### config.mk
export PLATFORM = sky130hd
export DESIGN_NAME = hpack_literal_header_encoder_unit_flat
export DESIGN_NICKNAME = d
export VERILOG_FILES = /design/src/rtl/core/hle_pkg.sv /design/src/rtl/core/hle_in_if.sv /design/src/rtl/core/hle_out_if.sv /design/src/rtl/core/hle_cfg_if.sv /design/src/rtl/core/hle_fifo.sv /design/src/rtl/core/hle_front.sv /design/src/rtl/core/hle_back.sv /design/src/rtl/core/hpack_literal_header_encoder_unit.sv /design/src/flat_wrapper.sv
export VERILOG_INCLUDE_DIRS = /design/src /design/src/rtl/core
export SDC_FILE = /design/constraint.sdc
export NUM_CORES = 1
export LEC_CHECK = 0
export BUFFER_PORTS_ARGS = -buffer_cell sky130_fd_sc_hd__buf_4
export CAP_MARGIN = 0
export CORE_ASPECT_RATIO = 0.9
export CORE_MARGIN = 2
export CORE_UTILIZATION = 42
export CTS_CLUSTER_SIZE = 40
export DETAILED_ROUTE_END_ITERATION = 8
export SLEW_MARGIN = 20
export SYNTH_ARGS = -nofsm -noshare
export SYNTH_HDL_FRONTEND = slang
export SYNTH_SLANG_ARGS = --single-unit
### constraint.sdc
create_clock -name i_clk -period 16 [get_ports i_clk]
set_input_delay 1.6 -clock i_clk [delete_from_list [all_inputs] [get_ports i_clk]]
set_output_delay 1.6 -clock i_clk [all_outputs]
set_load 0.005 [all_outputs]
### src/rtl/core/hpack_literal_header_encoder_unit_assert.svh
// Assertion helpers for the literal header encoder.
`ifndef HPACK_LITERAL_HEADER_ENCODER_UNIT_ASSERT_SVH
`define HPACK_LITERAL_HEADER_ENCODER_UNIT_ASSERT_SVH

// The consequent must hold in the same cycle as the antecedent.
`define HLE_ASSERT_IMPLY(lbl, clk, rst_n, ante, cons) \
    lbl: assert property (@(posedge clk) disable iff (!rst_n) (ante) |-> (cons)) \
        else $error("hle: same-cycle check failed");

// The consequent must hold in the cycle after the antecedent.
`define HLE_ASSERT_NEXT(lbl, clk, rst_n, ante, cons) \
    lbl: assert property (@(posedge clk) disable iff (!rst_n) (ante) |=> (cons)) \
        else $error("hle: next-cycle check failed");

`endif

### src/rtl/core/hle_pkg.sv
package hle_pkg;

    // Field widths of the channels.
    localparam int KIND_W = 2;
    localparam int LEN_W  = 22;
    localparam int CAP_W  = 24;

    // Request kinds.
    localparam logic [KIND_W-1:0] KIND_START = 2'd0;
    localparam logic [KIND_W-1:0] KIND_NAME  = 2'd1;
    localparam logic [KIND_W-1:0] KIND_VALUE = 2'd2;
    localparam logic [KIND_W-1:0] KIND_NEWBUF = 2'd3;

    localparam logic [CAP_W-1:0] CAP_RESET = 24'd16384;
    localparam logic [LEN_W-1:0] LEN_LIMIT = 22'd2097279;
    localparam logic [7:0] LIT_MARK = 8'h00;

    // Static-table names: length, code and text (first character leftmost).
    localparam int N_STATIC = 9;
    localparam int STATIC_MAX = 14;
    localparam logic [3:0] STATIC_LEN [N_STATIC] = '{
        4'd4, 4'd4, 4'd6, 4'd8, 4'd12, 4'd13, 4'd13, 4'd13, 4'd14};
    localparam logic [7:0] STATIC_CODE [N_STATIC] = '{
        8'h61, 8'h62, 8'h76, 8'h6e, 8'h5f, 8'h6c, 8'h51, 8'h58, 8'h5c};
    localparam logic [8*STATIC_MAX-1:0] STATIC_TEXT [N_STATIC] = '{
        "date", "etag", "server", "location", "content-type",
        "last-modified", "accept-ranges", "cache-control", "content-length"};

    // Command kinds between front and back end.
    localparam logic OP_BYTE   = 1'b0;
    localparam logic OP_PREFIX = 1'b1;

    typedef struct packed {
        logic             op;
        logic [7:0]       data;
        logic [LEN_W-1:0] len;
        logic             eoh;
        logic             fail;
    } t_cmd;

    // Byte count of a 7-bit-prefix length; zero when it cannot be coded.
    function automatic logic [2:0] prefix_bytes(input logic [LEN_W-1:0] len);
        logic [2:0] n;
        if (len < 22'd127) begin
            n = 3'd1;
        end else if (len < 22'd255) begin
            n = 3'd2;
        end else if (len < 22'd16511) begin
            n = 3'd3;
        end else if (len < LEN_LIMIT) begin
            n = 3'd4;
        end else begin
            n = 3'd0;
        end
        return n;
    endfunction

endpackage

### src/rtl/core/hle_in_if.sv
interface hle_in_if import hle_pkg::*; ();
    logic              valid;
    logic              ready;
    logic [KIND_W-1:0] kind;
    logic [LEN_W-1:0]  name_length;
    logic [LEN_W-1:0]  value_length;
    logic [7:0]        data_byte;
    logic [CAP_W-1:0]  start_fill;

    modport source (output valid, kind, name_length, value_length, data_byte, start_fill,
                    input ready);
    modport sink (input valid, kind, name_length, value_length, data_byte, start_fill,
                  output ready);
endinterface

### src/rtl/core/hle_out_if.sv
interface hle_out_if import hle_pkg::*; ();
    logic             valid;
    logic             ready;
    logic [7:0]       out_byte;
    logic             end_of_header;
    logic             failed;
    logic [CAP_W-1:0] fill_after;

    modport source (output valid, out_byte, end_of_header, failed, fill_after, input ready);
    modport sink (input valid, out_byte, end_of_header, failed, fill_after, output ready);
endinterface

### src/rtl/core/hle_cfg_if.sv
interface hle_cfg_if import hle_pkg::*; ();
    logic             valid;
    logic             ready;
    logic [CAP_W-1:0] buffer_capacity;

    modport source (output valid, buffer_capacity, input ready);
    modport sink (input valid, buffer_capacity, output ready);
endinterface

### src/rtl/core/hle_fifo.sv
module hle_fifo #(
    parameter int WIDTH = 8,
    parameter int DEPTH = 4
) (
    input  logic             i_clk,
    input  logic             i_rst_n,
    input  logic             i_push,
    input  logic [WIDTH-1:0] i_data,
    output logic             o_room,
    output logic             o_valid,
    output logic [WIDTH-1:0] o_data,
    input  logic             i_pop
);
    localparam int PTR_W = (DEPTH > 1) ? $clog2(DEPTH) : 1;
    localparam int CNT_W = $clog2(DEPTH + 1);

    logic [WIDTH-1:0] r_mem [DEPTH];
    logic [PTR_W-1:0] r_wp, r_rp;
    logic [CNT_W-1:0] r_cnt;

    assign o_room  = (r_cnt != CNT_W'(DEPTH));
    assign o_valid = (r_cnt != '0);
    assign o_data  = r_mem[r_rp];

    // Storage write.
    always_ff @(posedge i_clk) begin
        if (i_push) begin
            r_mem[r_wp] <= i_data;
        end
    end

    // Pointers and occupancy.
    always_ff @(posedge i_clk) begin
        if (!i_rst_n) begin
            r_wp  <= '0;
            r_rp  <= '0;
            r_cnt <= '0;
        end else begin
            if (i_push) begin
                r_wp <= (r_wp == PTR_W'(DEPTH - 1)) ? '0 : r_wp + 1'b1;
            end
            if (i_pop) begin
                r_rp <= (r_rp == PTR_W'(DEPTH - 1)) ? '0 : r_rp + 1'b1;
            end
            if (i_push && !i_pop) begin
                r_cnt <= r_cnt + 1'b1;
            end else if (i_pop && !i_push) begin
                r_cnt <= r_cnt - 1'b1;
            end
        end
    end
endmodule

### src/rtl/core/hle_front.sv
module hle_front import hle_pkg::*; #(
    parameter int NAME_STORE_DEPTH = 14,
    parameter int FILL_BITS = 24
) (
    input  logic                 i_clk,
    input  logic                 i_rst_n,
    hle_in_if.sink               i_in,
    hle_cfg_if.sink              i_cfg,
    output logic                 o_push,
    output t_cmd                 o_cmd,
    output logic [FILL_BITS-1:0] o_fill,
    input  logic                 i_room
);
    localparam int IDX_W  = $clog2(NAME_STORE_DEPTH);
    localparam int NEED_W = ((FILL_BITS > CAP_W) ? FILL_BITS : CAP_W) + 2;

    // Header phases.
    localparam logic [1:0] PH_IDLE = 2'd0;
    localparam logic [1:0] PH_PASS = 2'd1;
    localparam logic [1:0] PH_BUF  = 2'd2;
    localparam logic [1:0] PH_VAL  = 2'd3;

    // Sequencer steps; all but ST_ACCEPT issue one command whenever the queue has room.
    localparam logic [2:0] ST_ACCEPT = 3'd0;
    localparam logic [2:0] ST_NAMEPFX = 3'd1;
    localparam logic [2:0] ST_VALPFX = 3'd2;
    localparam logic [2:0] ST_FLUSH = 3'd3;
    localparam logic [2:0] ST_LITLEN = 3'd4;
    localparam logic [2:0] ST_NAMEBYTES = 3'd5;

    logic [CAP_W-1:0]     r_cap;
    logic [FILL_BITS-1:0] r_fill, n_fill;
    logic [LEN_W-1:0]     r_name_left, n_name_left;
    logic [LEN_W-1:0]     r_value_left, n_value_left;
    logic [LEN_W-1:0]     r_pend, n_pend;
    logic [3:0]           r_count, n_count;
    logic [1:0]           r_phase, n_phase;
    logic                 r_drop, n_drop;
    logic [2:0]           r_seq, n_seq;
    logic [IDX_W-1:0]     r_idx, n_idx;
    logic [7:0]           r_store [NAME_STORE_DEPTH];

    logic                 w_acc;
    logic                 w_store_we;
    logic [LEN_W-1:0]     w_nl, w_vl;
    logic [2:0]           w_bn, w_bv;
    logic [NEED_W-1:0]    w_need_lit, w_need_st;
    logic                 w_ok_lit, w_ok_st;
    logic                 w_cand;
    logic                 w_hit;
    logic [7:0]           w_code;
    logic                 w_pos_ok;

    assign i_cfg.ready = 1'b1;
    assign i_in.ready  = (r_seq == ST_ACCEPT) && i_room;
    assign w_acc       = i_in.valid && i_in.ready;

    // Room checks: on a header start they use the request lengths,
    // during a flush the buffered name count and the saved value length.
    assign w_nl = (r_seq == ST_FLUSH) ? LEN_W'(r_count) : i_in.name_length;
    assign w_vl = (r_seq == ST_FLUSH) ? r_pend : i_in.value_length;
    assign w_bn = prefix_bytes(w_nl);
    assign w_bv = prefix_bytes(w_vl);
    assign w_need_lit = NEED_W'(r_fill) + NEED_W'(1) + NEED_W'(w_bn) + NEED_W'(w_nl)
                      + NEED_W'(w_bv) + NEED_W'(w_vl);
    assign w_need_st  = NEED_W'(r_fill) + NEED_W'(1) + NEED_W'(w_bv) + NEED_W'(w_vl);
    assign w_ok_lit = (w_bn != 3'd0) && (w_bv != 3'd0) && (w_need_lit <= NEED_W'(r_cap));
    assign w_ok_st  = (w_bv != 3'd0) && (w_need_st <= NEED_W'(r_cap));

    // Name lengths that may belong to a static-table entry.
    always_comb begin
        w_cand = 1'b0;
        for (int i = 0; i < N_STATIC; i++) begin
            if (i_in.name_length == LEN_W'(STATIC_LEN[i])) begin
                w_cand = 1'b1;
            end
        end
    end

    // Exact match of the buffered name against the static names.
    always_comb begin
        w_hit  = 1'b0;
        w_code = LIT_MARK;
        for (int i = N_STATIC - 1; i >= 0; i--) begin
            w_pos_ok = (r_count == STATIC_LEN[i]);
            for (int p = 0; p < STATIC_MAX; p++) begin
                if (p < int'(STATIC_LEN[i]) && p < NAME_STORE_DEPTH) begin
                    if (r_store[p] != STATIC_TEXT[i][8*(int'(STATIC_LEN[i])-1-p) +: 8]) begin
                        w_pos_ok = 1'b0;
                    end
                end
            end
            if (w_pos_ok) begin
                w_hit  = 1'b1;
                w_code = STATIC_CODE[i];
            end
        end
    end

    // Request handling and command sequencing.
    always_comb begin
        n_fill = r_fill;
        n_name_left = r_name_left;
        n_value_left = r_value_left;
        n_pend = r_pend;
        n_count = r_count;
        n_phase = r_phase;
        n_drop = r_drop;
        n_seq = r_seq;
        n_idx = r_idx;
        w_store_we = 1'b0;
        o_push = 1'b0;
        o_cmd.op = OP_BYTE;
        o_cmd.data = 8'd0;
        o_cmd.len = '0;
        o_cmd.eoh = 1'b0;
        o_cmd.fail = 1'b0;
        case (r_seq)
            ST_ACCEPT: begin
                if (w_acc) begin
                    case (i_in.kind)
                        KIND_START: begin
                            n_drop = 1'b0;
                            n_count = '0;
                            n_name_left = i_in.name_length;
                            n_value_left = i_in.value_length;
                            n_pend = i_in.value_length;
                            if (w_cand) begin
                                n_phase = PH_BUF;
                            end else if (w_ok_lit) begin
                                n_fill = FILL_BITS'(w_need_lit);
                                o_push = 1'b1;
                                o_cmd.data = LIT_MARK;
                                n_phase = PH_PASS;
                                n_seq = ST_NAMEPFX;
                            end else begin
                                o_push = 1'b1;
                                o_cmd.eoh = 1'b1;
                                o_cmd.fail = 1'b1;
                                if (i_in.name_length != '0) begin
                                    n_phase = PH_PASS;
                                    n_drop = 1'b1;
                                end else if (i_in.value_length != '0) begin
                                    n_phase = PH_VAL;
                                    n_drop = 1'b1;
                                end else begin
                                    n_phase = PH_IDLE;
                                end
                            end
                        end
                        KIND_NAME: begin
                            if (r_phase == PH_PASS) begin
                                o_push = !r_drop;
                                o_cmd.data = i_in.data_byte;
                                n_name_left = r_name_left - 1'b1;
                                if (r_name_left == LEN_W'(1)) begin
                                    if (r_drop) begin
                                        n_phase = (r_value_left != '0) ? PH_VAL : PH_IDLE;
                                        n_drop = (r_value_left != '0);
                                    end else begin
                                        n_seq = ST_VALPFX;
                                    end
                                end
                            end else if (r_phase == PH_BUF) begin
                                w_store_we = (32'(r_count) < NAME_STORE_DEPTH);
                                n_count = r_count + 1'b1;
                                n_name_left = r_name_left - 1'b1;
                                if (r_name_left == LEN_W'(1)) begin
                                    n_seq = ST_FLUSH;
                                end
                            end
                        end
                        KIND_VALUE: begin
                            if (r_phase == PH_VAL) begin
                                o_push = !r_drop;
                                o_cmd.data = i_in.data_byte;
                                o_cmd.eoh = (r_value_left == LEN_W'(1));
                                n_value_left = r_value_left - 1'b1;
                                if (r_value_left == LEN_W'(1)) begin
                                    n_drop = 1'b0;
                                    n_phase = PH_IDLE;
                                end
                            end
                        end
                        default: begin
                            n_fill = FILL_BITS'(i_in.start_fill);
                            n_phase = PH_IDLE;
                            n_drop = 1'b0;
                            n_name_left = '0;
                            n_value_left = '0;
                            n_count = '0;
                        end
                    endcase
                end
            end
            ST_NAMEPFX: begin
                if (i_room) begin
                    o_push = 1'b1;
                    o_cmd.op = OP_PREFIX;
                    o_cmd.len = r_name_left;
                    n_seq = (r_name_left == '0) ? ST_VALPFX : ST_ACCEPT;
                end
            end
            ST_VALPFX: begin
                if (i_room) begin
                    o_push = 1'b1;
                    o_cmd.op = OP_PREFIX;
                    o_cmd.len = r_pend;
                    o_cmd.eoh = (r_value_left == '0);
                    n_phase = (r_value_left != '0) ? PH_VAL : PH_IDLE;
                    n_seq = ST_ACCEPT;
                end
            end
            ST_FLUSH: begin
                if (i_room) begin
                    o_push = 1'b1;
                    if (w_hit && w_ok_st) begin
                        n_fill = FILL_BITS'(w_need_st);
                        o_cmd.data = w_code;
                        n_seq = ST_VALPFX;
                    end else if (!w_hit && w_ok_lit) begin
                        n_fill = FILL_BITS'(w_need_lit);
                        o_cmd.data = LIT_MARK;
                        n_seq = ST_LITLEN;
                    end else begin
                        // Header does not fit: one failed result, rest swallowed.
                        o_cmd.eoh = 1'b1;
                        o_cmd.fail = 1'b1;
                        n_phase = (r_value_left != '0) ? PH_VAL : PH_IDLE;
                        n_drop = (r_value_left != '0);
                        n_seq = ST_ACCEPT;
                    end
                end
            end
            ST_LITLEN: begin
                if (i_room) begin
                    o_push = 1'b1;
                    o_cmd.op = OP_PREFIX;
                    o_cmd.len = LEN_W'(r_count);
                    n_idx = '0;
                    n_seq = ST_NAMEBYTES;
                end
            end
            ST_NAMEBYTES: begin
                if (i_room) begin
                    o_push = 1'b1;
                    o_cmd.data = r_store[r_idx];
                    n_idx = r_idx + 1'b1;
                    if (5'(r_idx) == 5'(r_count) - 5'd1) begin
                        n_seq = ST_VALPFX;
                    end
                end
            end
            default: begin
                n_seq = ST_ACCEPT;
            end
        endcase
    end

    assign o_fill = n_fill;

    // Name buffer.
    always_ff @(posedge i_clk) begin
        if (w_store_we) begin
            r_store[r_count[IDX_W-1:0]] <= i_in.data_byte;
        end
    end

    // Control state and configuration.
    always_ff @(posedge i_clk) begin
        if (!i_rst_n) begin
            r_cap <= CAP_RESET;
            r_fill <= '0;
            r_name_left <= '0;
            r_value_left <= '0;
            r_pend <= '0;
            r_count <= '0;
            r_phase <= PH_IDLE;
            r_drop <= 1'b0;
            r_seq <= ST_ACCEPT;
            r_idx <= '0;
        end else begin
            if (i_cfg.valid) begin
                r_cap <= i_cfg.buffer_capacity;
            end
            r_fill <= n_fill;
            r_name_left <= n_name_left;
            r_value_left <= n_value_left;
            r_pend <= n_pend;
            r_count <= n_count;
            r_phase <= n_phase;
            r_drop <= n_drop;
            r_seq <= n_seq;
            r_idx <= n_idx;
        end
    end
endmodule

### src/rtl/core/hle_back.sv
module hle_back import hle_pkg::*; #(
    parameter int FILL_BITS = 24
) (
    input  logic                 i_clk,
    input  logic                 i_rst_n,
    input  logic                 i_valid,
    input  t_cmd                 i_cmd,
    input  logic [FILL_BITS-1:0] i_fill,
    output logic                 o_pop,
    hle_out_if.source            o_out
);
    logic                 r_act;
    t_cmd                 r_cmd;
    logic                 r_first;
    logic [FILL_BITS-1:0] r_cfill;
    logic                 r_ov;
    logic [7:0]           r_byte;
    logic                 r_eoh, r_fail;
    logic [FILL_BITS-1:0] r_ofill;

    t_cmd                 w_src;
    logic                 w_first;
    logic [FILL_BITS-1:0] w_fill;
    logic [7:0]           w_byte;
    logic [LEN_W-1:0]     w_rem;
    logic                 w_last;
    logic                 w_adv, w_go;

    assign w_src   = r_act ? r_cmd : i_cmd;
    assign w_first = r_act ? r_first : 1'b1;
    assign w_fill  = r_act ? r_cfill : i_fill;
    assign w_adv   = !r_ov || o_out.ready;
    assign w_go    = w_adv && (r_act || i_valid);
    assign o_pop   = w_adv && !r_act && i_valid;

    // Next byte of the current command; prefixes go out one group per cycle unless stalled.
    always_comb begin
        w_byte = w_src.data;
        w_rem  = w_src.len;
        w_last = 1'b1;
        if (w_src.op == OP_PREFIX) begin
            if (w_first) begin
                if (w_src.len < 22'd127) begin
                    w_byte = w_src.len[7:0];
                end else begin
                    w_byte = 8'd127;
                    w_rem  = w_src.len - 22'd127;
                    w_last = 1'b0;
                end
            end else if (w_src.len >= 22'd128) begin
                w_byte = {1'b1, w_src.len[6:0]};
                w_rem  = w_src.len >> 7;
                w_last = 1'b0;
            end else begin
                w_byte = w_src.len[7:0];
            end
        end
    end

    // Active command and output register.
    always_ff @(posedge i_clk) begin
        if (!i_rst_n) begin
            r_act <= 1'b0;
            r_ov  <= 1'b0;
        end else if (w_go) begin
            r_ov  <= 1'b1;
            r_act <= !w_last;
        end else if (o_out.ready) begin
            r_ov <= 1'b0;
        end
    end

    always_ff @(posedge i_clk) begin
        if (w_go) begin
            r_byte  <= w_byte;
            r_eoh   <= w_src.eoh && w_last;
            r_fail  <= w_src.fail && (w_src.op == OP_BYTE);
            r_ofill <= w_fill;
            r_cmd   <= {w_src.op, w_src.data, w_rem, w_src.eoh, w_src.fail};
            r_first <= 1'b0;
            r_cfill <= w_fill;
        end
    end

    assign o_out.valid         = r_ov;
    assign o_out.out_byte      = r_byte;
    assign o_out.end_of_header = r_eoh;
    assign o_out.failed        = r_fail;
    assign o_out.fill_after    = CAP_W'(r_ofill);
endmodule

### src/rtl/core/hpack_literal_header_encoder_unit.sv
// Channel   Dir  Contents
// i_in      in   kind, name_length, value_length, data_byte, start_fill
// i_cfg     in   buffer_capacity (always ready)
// o_out     out  out_byte, end_of_header, failed, fill_after
//
// Requests are taken in ST_ACCEPT while the queue has room. A literal header start
// adds ST_NAMEPFX (and ST_VALPFX with an empty name), the last passed-through name
// byte adds ST_VALPFX. A complete buffered name adds ST_FLUSH, then ST_VALPFX on a
// static match, nothing when it does not fit, or ST_LITLEN, ST_NAMEBYTES, ST_VALPFX
// for a literal name. The back end sends one byte per cycle unless the receiver stalls.
// Synchronous active-low reset clears control state and sets capacity to 16384;
// a command queue of QUEUE_DEPTH entries lets either side stall alone.
`include "hpack_literal_header_encoder_unit_assert.svh"
module hpack_literal_header_encoder_unit import hle_pkg::*; #(
    parameter int NAME_STORE_DEPTH = 14,
    parameter int FILL_BITS = 24,
    parameter int QUEUE_DEPTH = 4
) (
    input  logic      i_clk,
    input  logic      i_rst_n,
    hle_in_if.sink    i_in,
    hle_cfg_if.sink   i_cfg,
    hle_out_if.source o_out
);
    localparam int Q_W = $bits(t_cmd) + FILL_BITS;

    logic                 w_push, w_q_ready, w_q_valid, w_pop;
    t_cmd                 w_cmd, w_q_cmd;
    logic [FILL_BITS-1:0] w_fill, w_q_fill;
    logic [Q_W-1:0]       w_q_data;

    // Front end: accepts requests, checks room, issues commands.
    hle_front #(
        .NAME_STORE_DEPTH(NAME_STORE_DEPTH),
        .FILL_BITS(FILL_BITS)
    ) u_front (
        .i_clk(i_clk),
        .i_rst_n(i_rst_n),
        .i_in(i_in),
        .i_cfg(i_cfg),
        .o_push(w_push),
        .o_cmd(w_cmd),
        .o_fill(w_fill),
        .i_room(w_q_ready)
    );

    // Command queue.
    hle_fifo #(
        .WIDTH(Q_W),
        .DEPTH(QUEUE_DEPTH)
    ) u_fifo (
        .i_clk(i_clk),
        .i_rst_n(i_rst_n),
        .i_push(w_push),
        .i_data({w_cmd, w_fill}),
        .o_room(w_q_ready),
        .o_valid(w_q_valid),
        .o_data(w_q_data),
        .i_pop(w_pop)
    );

    assign w_q_cmd  = w_q_data[Q_W-1:FILL_BITS];
    assign w_q_fill = w_q_data[FILL_BITS-1:0];

    // Back end: expands commands into output bytes.
    hle_back #(
        .FILL_BITS(FILL_BITS)
    ) u_back (
        .i_clk(i_clk),
        .i_rst_n(i_rst_n),
        .i_valid(w_q_valid),
        .i_cmd(w_q_cmd),
        .i_fill(w_q_fill),
        .o_pop(w_pop),
        .o_out(o_out)
    );

    // A failed result is a lone zero byte closing its header.
    `HLE_ASSERT_IMPLY(a_fail_shape, i_clk, i_rst_n, o_out.valid && o_out.failed, o_out.end_of_header && (o_out.out_byte == 8'd0))
    // A request is only taken while the queue has room.
    `HLE_ASSERT_IMPLY(a_accept_room, i_clk, i_rst_n, i_in.valid && i_in.ready, w_q_ready)
    // A command pushed into an empty queue is visible to the back end next cycle.
    `HLE_ASSERT_NEXT(a_push_seen, i_clk, i_rst_n, w_push && !w_q_valid, w_q_valid)
endmodule

### src/flat_wrapper.sv
// flat-port wrapper written by rule: the top's interface ports become plain ports
module hpack_literal_header_encoder_unit_flat import hle_pkg::*;
#(
    parameter int NAME_STORE_DEPTH = 14,
    parameter int FILL_BITS = 24,
    parameter int QUEUE_DEPTH = 4
)
  (i_clk, i_rst_n, i_in_valid, i_in_kind, i_in_name_length, i_in_value_length, i_in_data_byte, i_in_start_fill, i_in_ready, i_cfg_valid, i_cfg_buffer_capacity, i_cfg_ready, o_out_valid, o_out_out_byte, o_out_end_of_header, o_out_failed, o_out_fill_after, o_out_ready);
  hle_in_if i_in_i ();
  hle_cfg_if i_cfg_i ();
  hle_out_if o_out_i ();
  input  logic i_clk;
  input  logic i_rst_n;
  input wire logic [$bits(i_in_i.valid)-1:0] i_in_valid;
  input wire logic [$bits(i_in_i.kind)-1:0] i_in_kind;
  input wire logic [$bits(i_in_i.name_length)-1:0] i_in_name_length;
  input wire logic [$bits(i_in_i.value_length)-1:0] i_in_value_length;
  input wire logic [$bits(i_in_i.data_byte)-1:0] i_in_data_byte;
  input wire logic [$bits(i_in_i.start_fill)-1:0] i_in_start_fill;
  output wire logic [$bits(i_in_i.ready)-1:0] i_in_ready;
  input wire logic [$bits(i_cfg_i.valid)-1:0] i_cfg_valid;
  input wire logic [$bits(i_cfg_i.buffer_capacity)-1:0] i_cfg_buffer_capacity;
  output wire logic [$bits(i_cfg_i.ready)-1:0] i_cfg_ready;
  output wire logic [$bits(o_out_i.valid)-1:0] o_out_valid;
  output wire logic [$bits(o_out_i.out_byte)-1:0] o_out_out_byte;
  output wire logic [$bits(o_out_i.end_of_header)-1:0] o_out_end_of_header;
  output wire logic [$bits(o_out_i.failed)-1:0] o_out_failed;
  output wire logic [$bits(o_out_i.fill_after)-1:0] o_out_fill_after;
  input wire logic [$bits(o_out_i.ready)-1:0] o_out_ready;
  assign i_in_i.valid = i_in_valid;
  assign i_in_i.kind = i_in_kind;
  assign i_in_i.name_length = i_in_name_length;
  assign i_in_i.value_length = i_in_value_length;
  assign i_in_i.data_byte = i_in_data_byte;
  assign i_in_i.start_fill = i_in_start_fill;
  assign i_in_ready = i_in_i.ready;
  assign i_cfg_i.valid = i_cfg_valid;
  assign i_cfg_i.buffer_capacity = i_cfg_buffer_capacity;
  assign i_cfg_ready = i_cfg_i.ready;
  assign o_out_valid = o_out_i.valid;
  assign o_out_out_byte = o_out_i.out_byte;
  assign o_out_end_of_header = o_out_i.end_of_header;
  assign o_out_failed = o_out_i.failed;
  assign o_out_fill_after = o_out_i.fill_after;
  assign o_out_i.ready = o_out_ready;
  hpack_literal_header_encoder_unit #(.NAME_STORE_DEPTH(NAME_STORE_DEPTH), .FILL_BITS(FILL_BITS), .QUEUE_DEPTH(QUEUE_DEPTH)) u_core (.i_clk(i_clk), .i_rst_n(i_rst_n), .i_in(i_in_i), .i_cfg(i_cfg_i), .o_out(o_out_i));
endmodule
==> results.json <==
{
  "outcome": "finished clean",
  "detail_route.wl_per_cell_um": 27.2,
  "post-cts-setup-buffers": 0,
  "placed_cells_incl_taps": 4164,
  "place_ws_ns": 5.14,
  "worst-setup-path-type": "register to register",
  "cts-buffers-inserted": 60,
  "power.density_nw_per_um2": 155,
  "cts_resized": 0,
  "final_period_minus_worst_setup_slack_ns": 10.40,
  "critical_path.reg2reg.startpoint": "u_core.u_front.r_seq[0]$_SDFFE_PN0P_",
  "register_area_sq_um": 15600,
  "synth_area_leader_cell": "sky130_fd_sc_hd__edfxtp_1",
  "max_freq_ghz": 0.0962,
  "setup_ws_ns": 5.60,
  "final.setup_skew_ns": 0.0440,
  "cts-hold-fix-buffers": 0,
  "timing.reg2reg.worst_path_depth": 28,
  "vdd_ir_drop_max_mv": 0.202,
  "ant_nets": 0,
  "insertedDiodeCount": 0,
  "final_net_count": 3498,
  "synth_top_cells_by_area": "sky130_fd_sc_hd__edfxtp_1 (38%), sky130_fd_sc_hd__dfxtp_1 (8.6%), sky130_fd_sc_hd__ha_1 (6.9%), sky130_fd_sc_hd__mux4_2 (6.5%), sky130_fd_sc_hd__nand2_1 (3.5%)",
  "dominantRegCellSynth": "sky130_fd_sc_hd__edfxtp_1",
  "ios": 144,
  "arrival_ns": 10.80,
  "most_common_cell_in_the_synthesized_netlist": "sky130_fd_sc_hd__edfxtp_1",
  "synth-xor-area-share_pct": 2.36,
  "placement.io_buffers": 142,
  "overflow": 0,
  "post-route-cell-area_sq_um": 37600,
  "post-route-util_pct": 47.6,
  "worstMarginPinSlew_ns": 1.17,
  "synthAdderAreaFrac_pct": 8.72,
  "vias_in_the_first_global_route": 25200,
  "slowest_delay_ns": 0.73,
  "synth_compound_gate_area_share_pct": 13.3,
  "muxShareOfSynthArea_pct": 9.19,
  "startpoint_type": "register",
  "maxCapViolCount": 0,
  "finalNonFillerCells": 4277,
  "placement.cell_area_sq_um": 35500,
  "yosysSeqAreaShare_pct": 46.6,
  "fin_worst_hold_slack_ns": 0.486,
  "min_to": "u_core.u_front.r_value_left[9]$_SDFFE_PN0P_",
  "clk_pin_slew_worst_paths_ns": 0.06,
  "finalSetupTns_ns": 0,
  "synth.net_count": 3406,
  "cts_num_sinks": 566,
  "rows": 98,
  "required_time_worst_endpoint_ns": 16.41,
  "drive_above_1_share_pct": 14.3,
  "regToRegSetupSlack_ns": 5.60,
  "detailroute.via_count": 26500,
  "multiInputGateArea_sq_um": 16700,
  "detail_route.drc_violations": 0,
  "ys_seq_elements": 566,
  "fillerInstances": 7155,
  "total_power_consumption_of_the_routed_design_mw": 5.82,
  "setup.worst_path.end_class": "register",
  "crit_path_max_fo": 56,
  "synth_commonest_cells": "sky130_fd_sc_hd__edfxtp_1 (423), sky130_fd_sc_hd__nand2_1 (315), sky130_fd_sc_hd__nor2_1 (245), sky130_fd_sc_hd__ha_1 (185), sky130_fd_sc_hd__a21oi_1 (183)",
  "worst_hold_startpoint": "u_core.u_front.r_value_left[9]$_SDFFE_PN0P_",
  "report.final.hold_viol_count": 0,
  "layout-area-overhead-vs-synth_pct": 12.6,
  "total_routing_usage_gr_pct": 28.0,
  "setup_repair_after_global_routing_missed_its_margin": "false",
  "place_congestion": 1.04,
  "clock_latency_ns": 0.66,
  "critical_path_cell_with_the_highest_stage_delay": "sky130_fd_sc_hd__nor3_2",
  "worst_slew_margin_rel_pct": 21.6,
  "cts_buffer_depth": 3,
  "drt_iter0_markers": 2877,
  "firstDrtPassIters": 7,
  "routed_wirelength_mm": 116,
  "final-setup-viol-count": 0,
  "initial_utilization_pct": 42.3,
  "hold_depth": 2,
  "post-dp-hpwl_mm": 88.8,
  "leakagePower_nw": 13.9,
  "layout_worst_path_cycle_share_pct": 65.0,
  "final_max_slew_viol_count": 0,
  "tritoncts_clock_tree": "built",
  "route.detailed.vias_per_inst": 6.19,
  "postSynth.asyncResetShare_pct": 0,
  "holdCritPathClass": "register to register",
  "synthDominantCellAreaShare_pct": 38.0,
  "synthesis.yosys.warnings": 0,
  "pin_count_of_the_biggest_net_entering_global_routing": 74,
  "die_h_um": 272,
  "syn-mean-instance-area_sq_um": 10.8,
  "cts_max_level": 2,
  "fp.dieArea_sq_um": 81800,
  "antenna_found_initial": 2,
  "critical_path.reg2reg.endpoint": "u_core.u_fifo.r_mem[0][18]$_DFFE_PP_",
  "syn_area_sq_um": 33400,
  "number_of_instances_in_the_synthesized_netlist": 3084,
  "die_w_um": 301,
  "design.core.area_sq_um": 79100,
  "number_of_synthesized_flops_with_an_enable_pin": 423,
  "main_combinational_cell_family_by_area_after_synthesis": "simple AND/OR/NAND/NOR gates",
  "cts_root_buf": "sky130_fd_sc_hd__clkbuf_16",
  "global_route_wire_length_before_repair_mm": 171,
  "synth-simple-area-share_pct": 16.3,
  "yosysUniqueCellTypes": 109
}
## logic make-up after synthesis
family,count (synthesis)
muxes,183
adders and majority gates,215
AOI/OAI and AO/OA,669
buffers and inverters,301
and+or+nand+nor,1059
DFF,566
other,1
xor gates and xnor gates,90
## worst max-delay path by stage
stage,from,endpoint,cells past startpoint
after floorplan,i_in_name_length[13],u_core.u_fifo.r_mem[0][4]$_DFFE_PP_,29
after global placement,i_in_name_length[13],u_core.u_fifo.r_mem[0][13]$_DFFE_PP_,28
after detailed placement,i_in_name_length[13],u_core.u_fifo.r_mem[1][7]$_DFFE_PP_,28
after CTS,u_core.u_front.r_seq[0]$_SDFFE_PN0P_,u_core.u_fifo.r_mem[0][7]$_DFFE_PP_,28
after global routing,u_core.u_front.r_seq[0]$_SDFFE_PN0P_,u_core.u_fifo.r_mem[2][18]$_DFFE_PP_,28
final,u_core.u_front.r_seq[0]$_SDFFE_PN0P_,u_core.u_fifo.r_mem[0][18]$_DFFE_PP_,28
## power by group
group	leakage (nW)	switching (mW)	internal, mW
clock	1.02	0.603	0.859
sequential	5.10	0.160	1.89
combinational	7.74	1.45	0.858
## area by class of cell
cell class / instances / area share [%]
Clock buffer: 84 / 4.52
Clock inverter: 29 / 1.07
Inverter: 150 / 1.50
Multi-Input combinational cell: 2217 / 44.4
Sequential cell: 566 / 41.4
Tap cell: 1050 / 3.49
Timing Repair Buffer: 181 / 3.61
## placed cells by master (no fill, tap or decap), types with 34 or more instances in the layout
| master | instances |
|---|---|
| sky130_fd_sc_hd__nand3_1 | 82 |
| sky130_fd_sc_hd__nor3_1 | 70 |
| sky130_fd_sc_hd__mux4_2 | 97 |
| sky130_fd_sc_hd__ha_1 | 184 |
| sky130_fd_sc_hd__a21oi_1 | 183 |
| sky130_fd_sc_hd__xnor2_1 | 59 |
| sky130_fd_sc_hd__nand4_1 | 49 |
| sky130_fd_sc_hd__clkbuf_16 | 61 |
| sky130_fd_sc_hd__mux2i_1 | 65 |
| sky130_fd_sc_hd__nand2_1 | 315 |
| sky130_fd_sc_hd__edfxtp_1 | 423 |
| sky130_fd_sc_hd__nor2_1 | 243 |
| sky130_fd_sc_hd__dfxtp_1 | 138 |
| sky130_fd_sc_hd__a21o_1 | 34 |
| sky130_fd_sc_hd__o21ai_0 | 135 |
| sky130_fd_sc_hd__buf_4 | 181 |
| sky130_fd_sc_hd__a22oi_1 | 37 |
| sky130_fd_sc_hd__nor4_1 | 41 |
| sky130_fd_sc_hd__inv_1 | 148 |
## routing by layer
metal,GRT usage [%],vias to the layer above,wire [um]
met2,42.6,1241,51400
met1,40.4,13100,51200
met4,9.48,2,4250
met3,4.66,194,9420
li1,-,11900,-
met5,0,-,13
## critical path, delay by kind of cell (launching register included)
family / cells / cell delay (ns)
AO/OA/AOI/OAI: 10 / 2.56
multiplexers: 1 / 0.61
buffers and inverters: 4 / 0.83
adder cells (fa/ha/maj): 5 / 2.18
AND/OR/NAND/NOR: 8 / 3.34
flip-flops: 1 / 0.50
## flip-flops by register name (all words and copies together), names as in the netlist, named ones only
signal                             count
u_core.u_back.o_out.end_of_header      1
u_core.u_back.o_out.failed             1
u_core.u_back.o_out.fill_after        24
u_core.u_back.o_out.out_byte           8
u_core.u_back.o_out.valid              1
u_core.u_back.r_act                    1
u_core.u_back.r_cmd                   33
u_core.u_fifo.r_cnt                    3
u_core.u_fifo.r_mem                  228
u_core.u_fifo.r_rp                     2
u_core.u_fifo.r_wp                     2
u_core.u_front.r_cap                  24
u_core.u_front.r_count                 4
u_core.u_front.r_drop                  1
u_core.u_front.r_fill                 24
u_core.u_front.r_idx                   4
u_core.u_front.r_name_left            22
u_core.u_front.r_pend                 22
u_core.u_front.r_phase                 2
u_core.u_front.r_seq                   3
u_core.u_front.r_store               128
u_core.u_front.r_value_left           22
No activity file was read; power rests on OpenSTA's default activity.
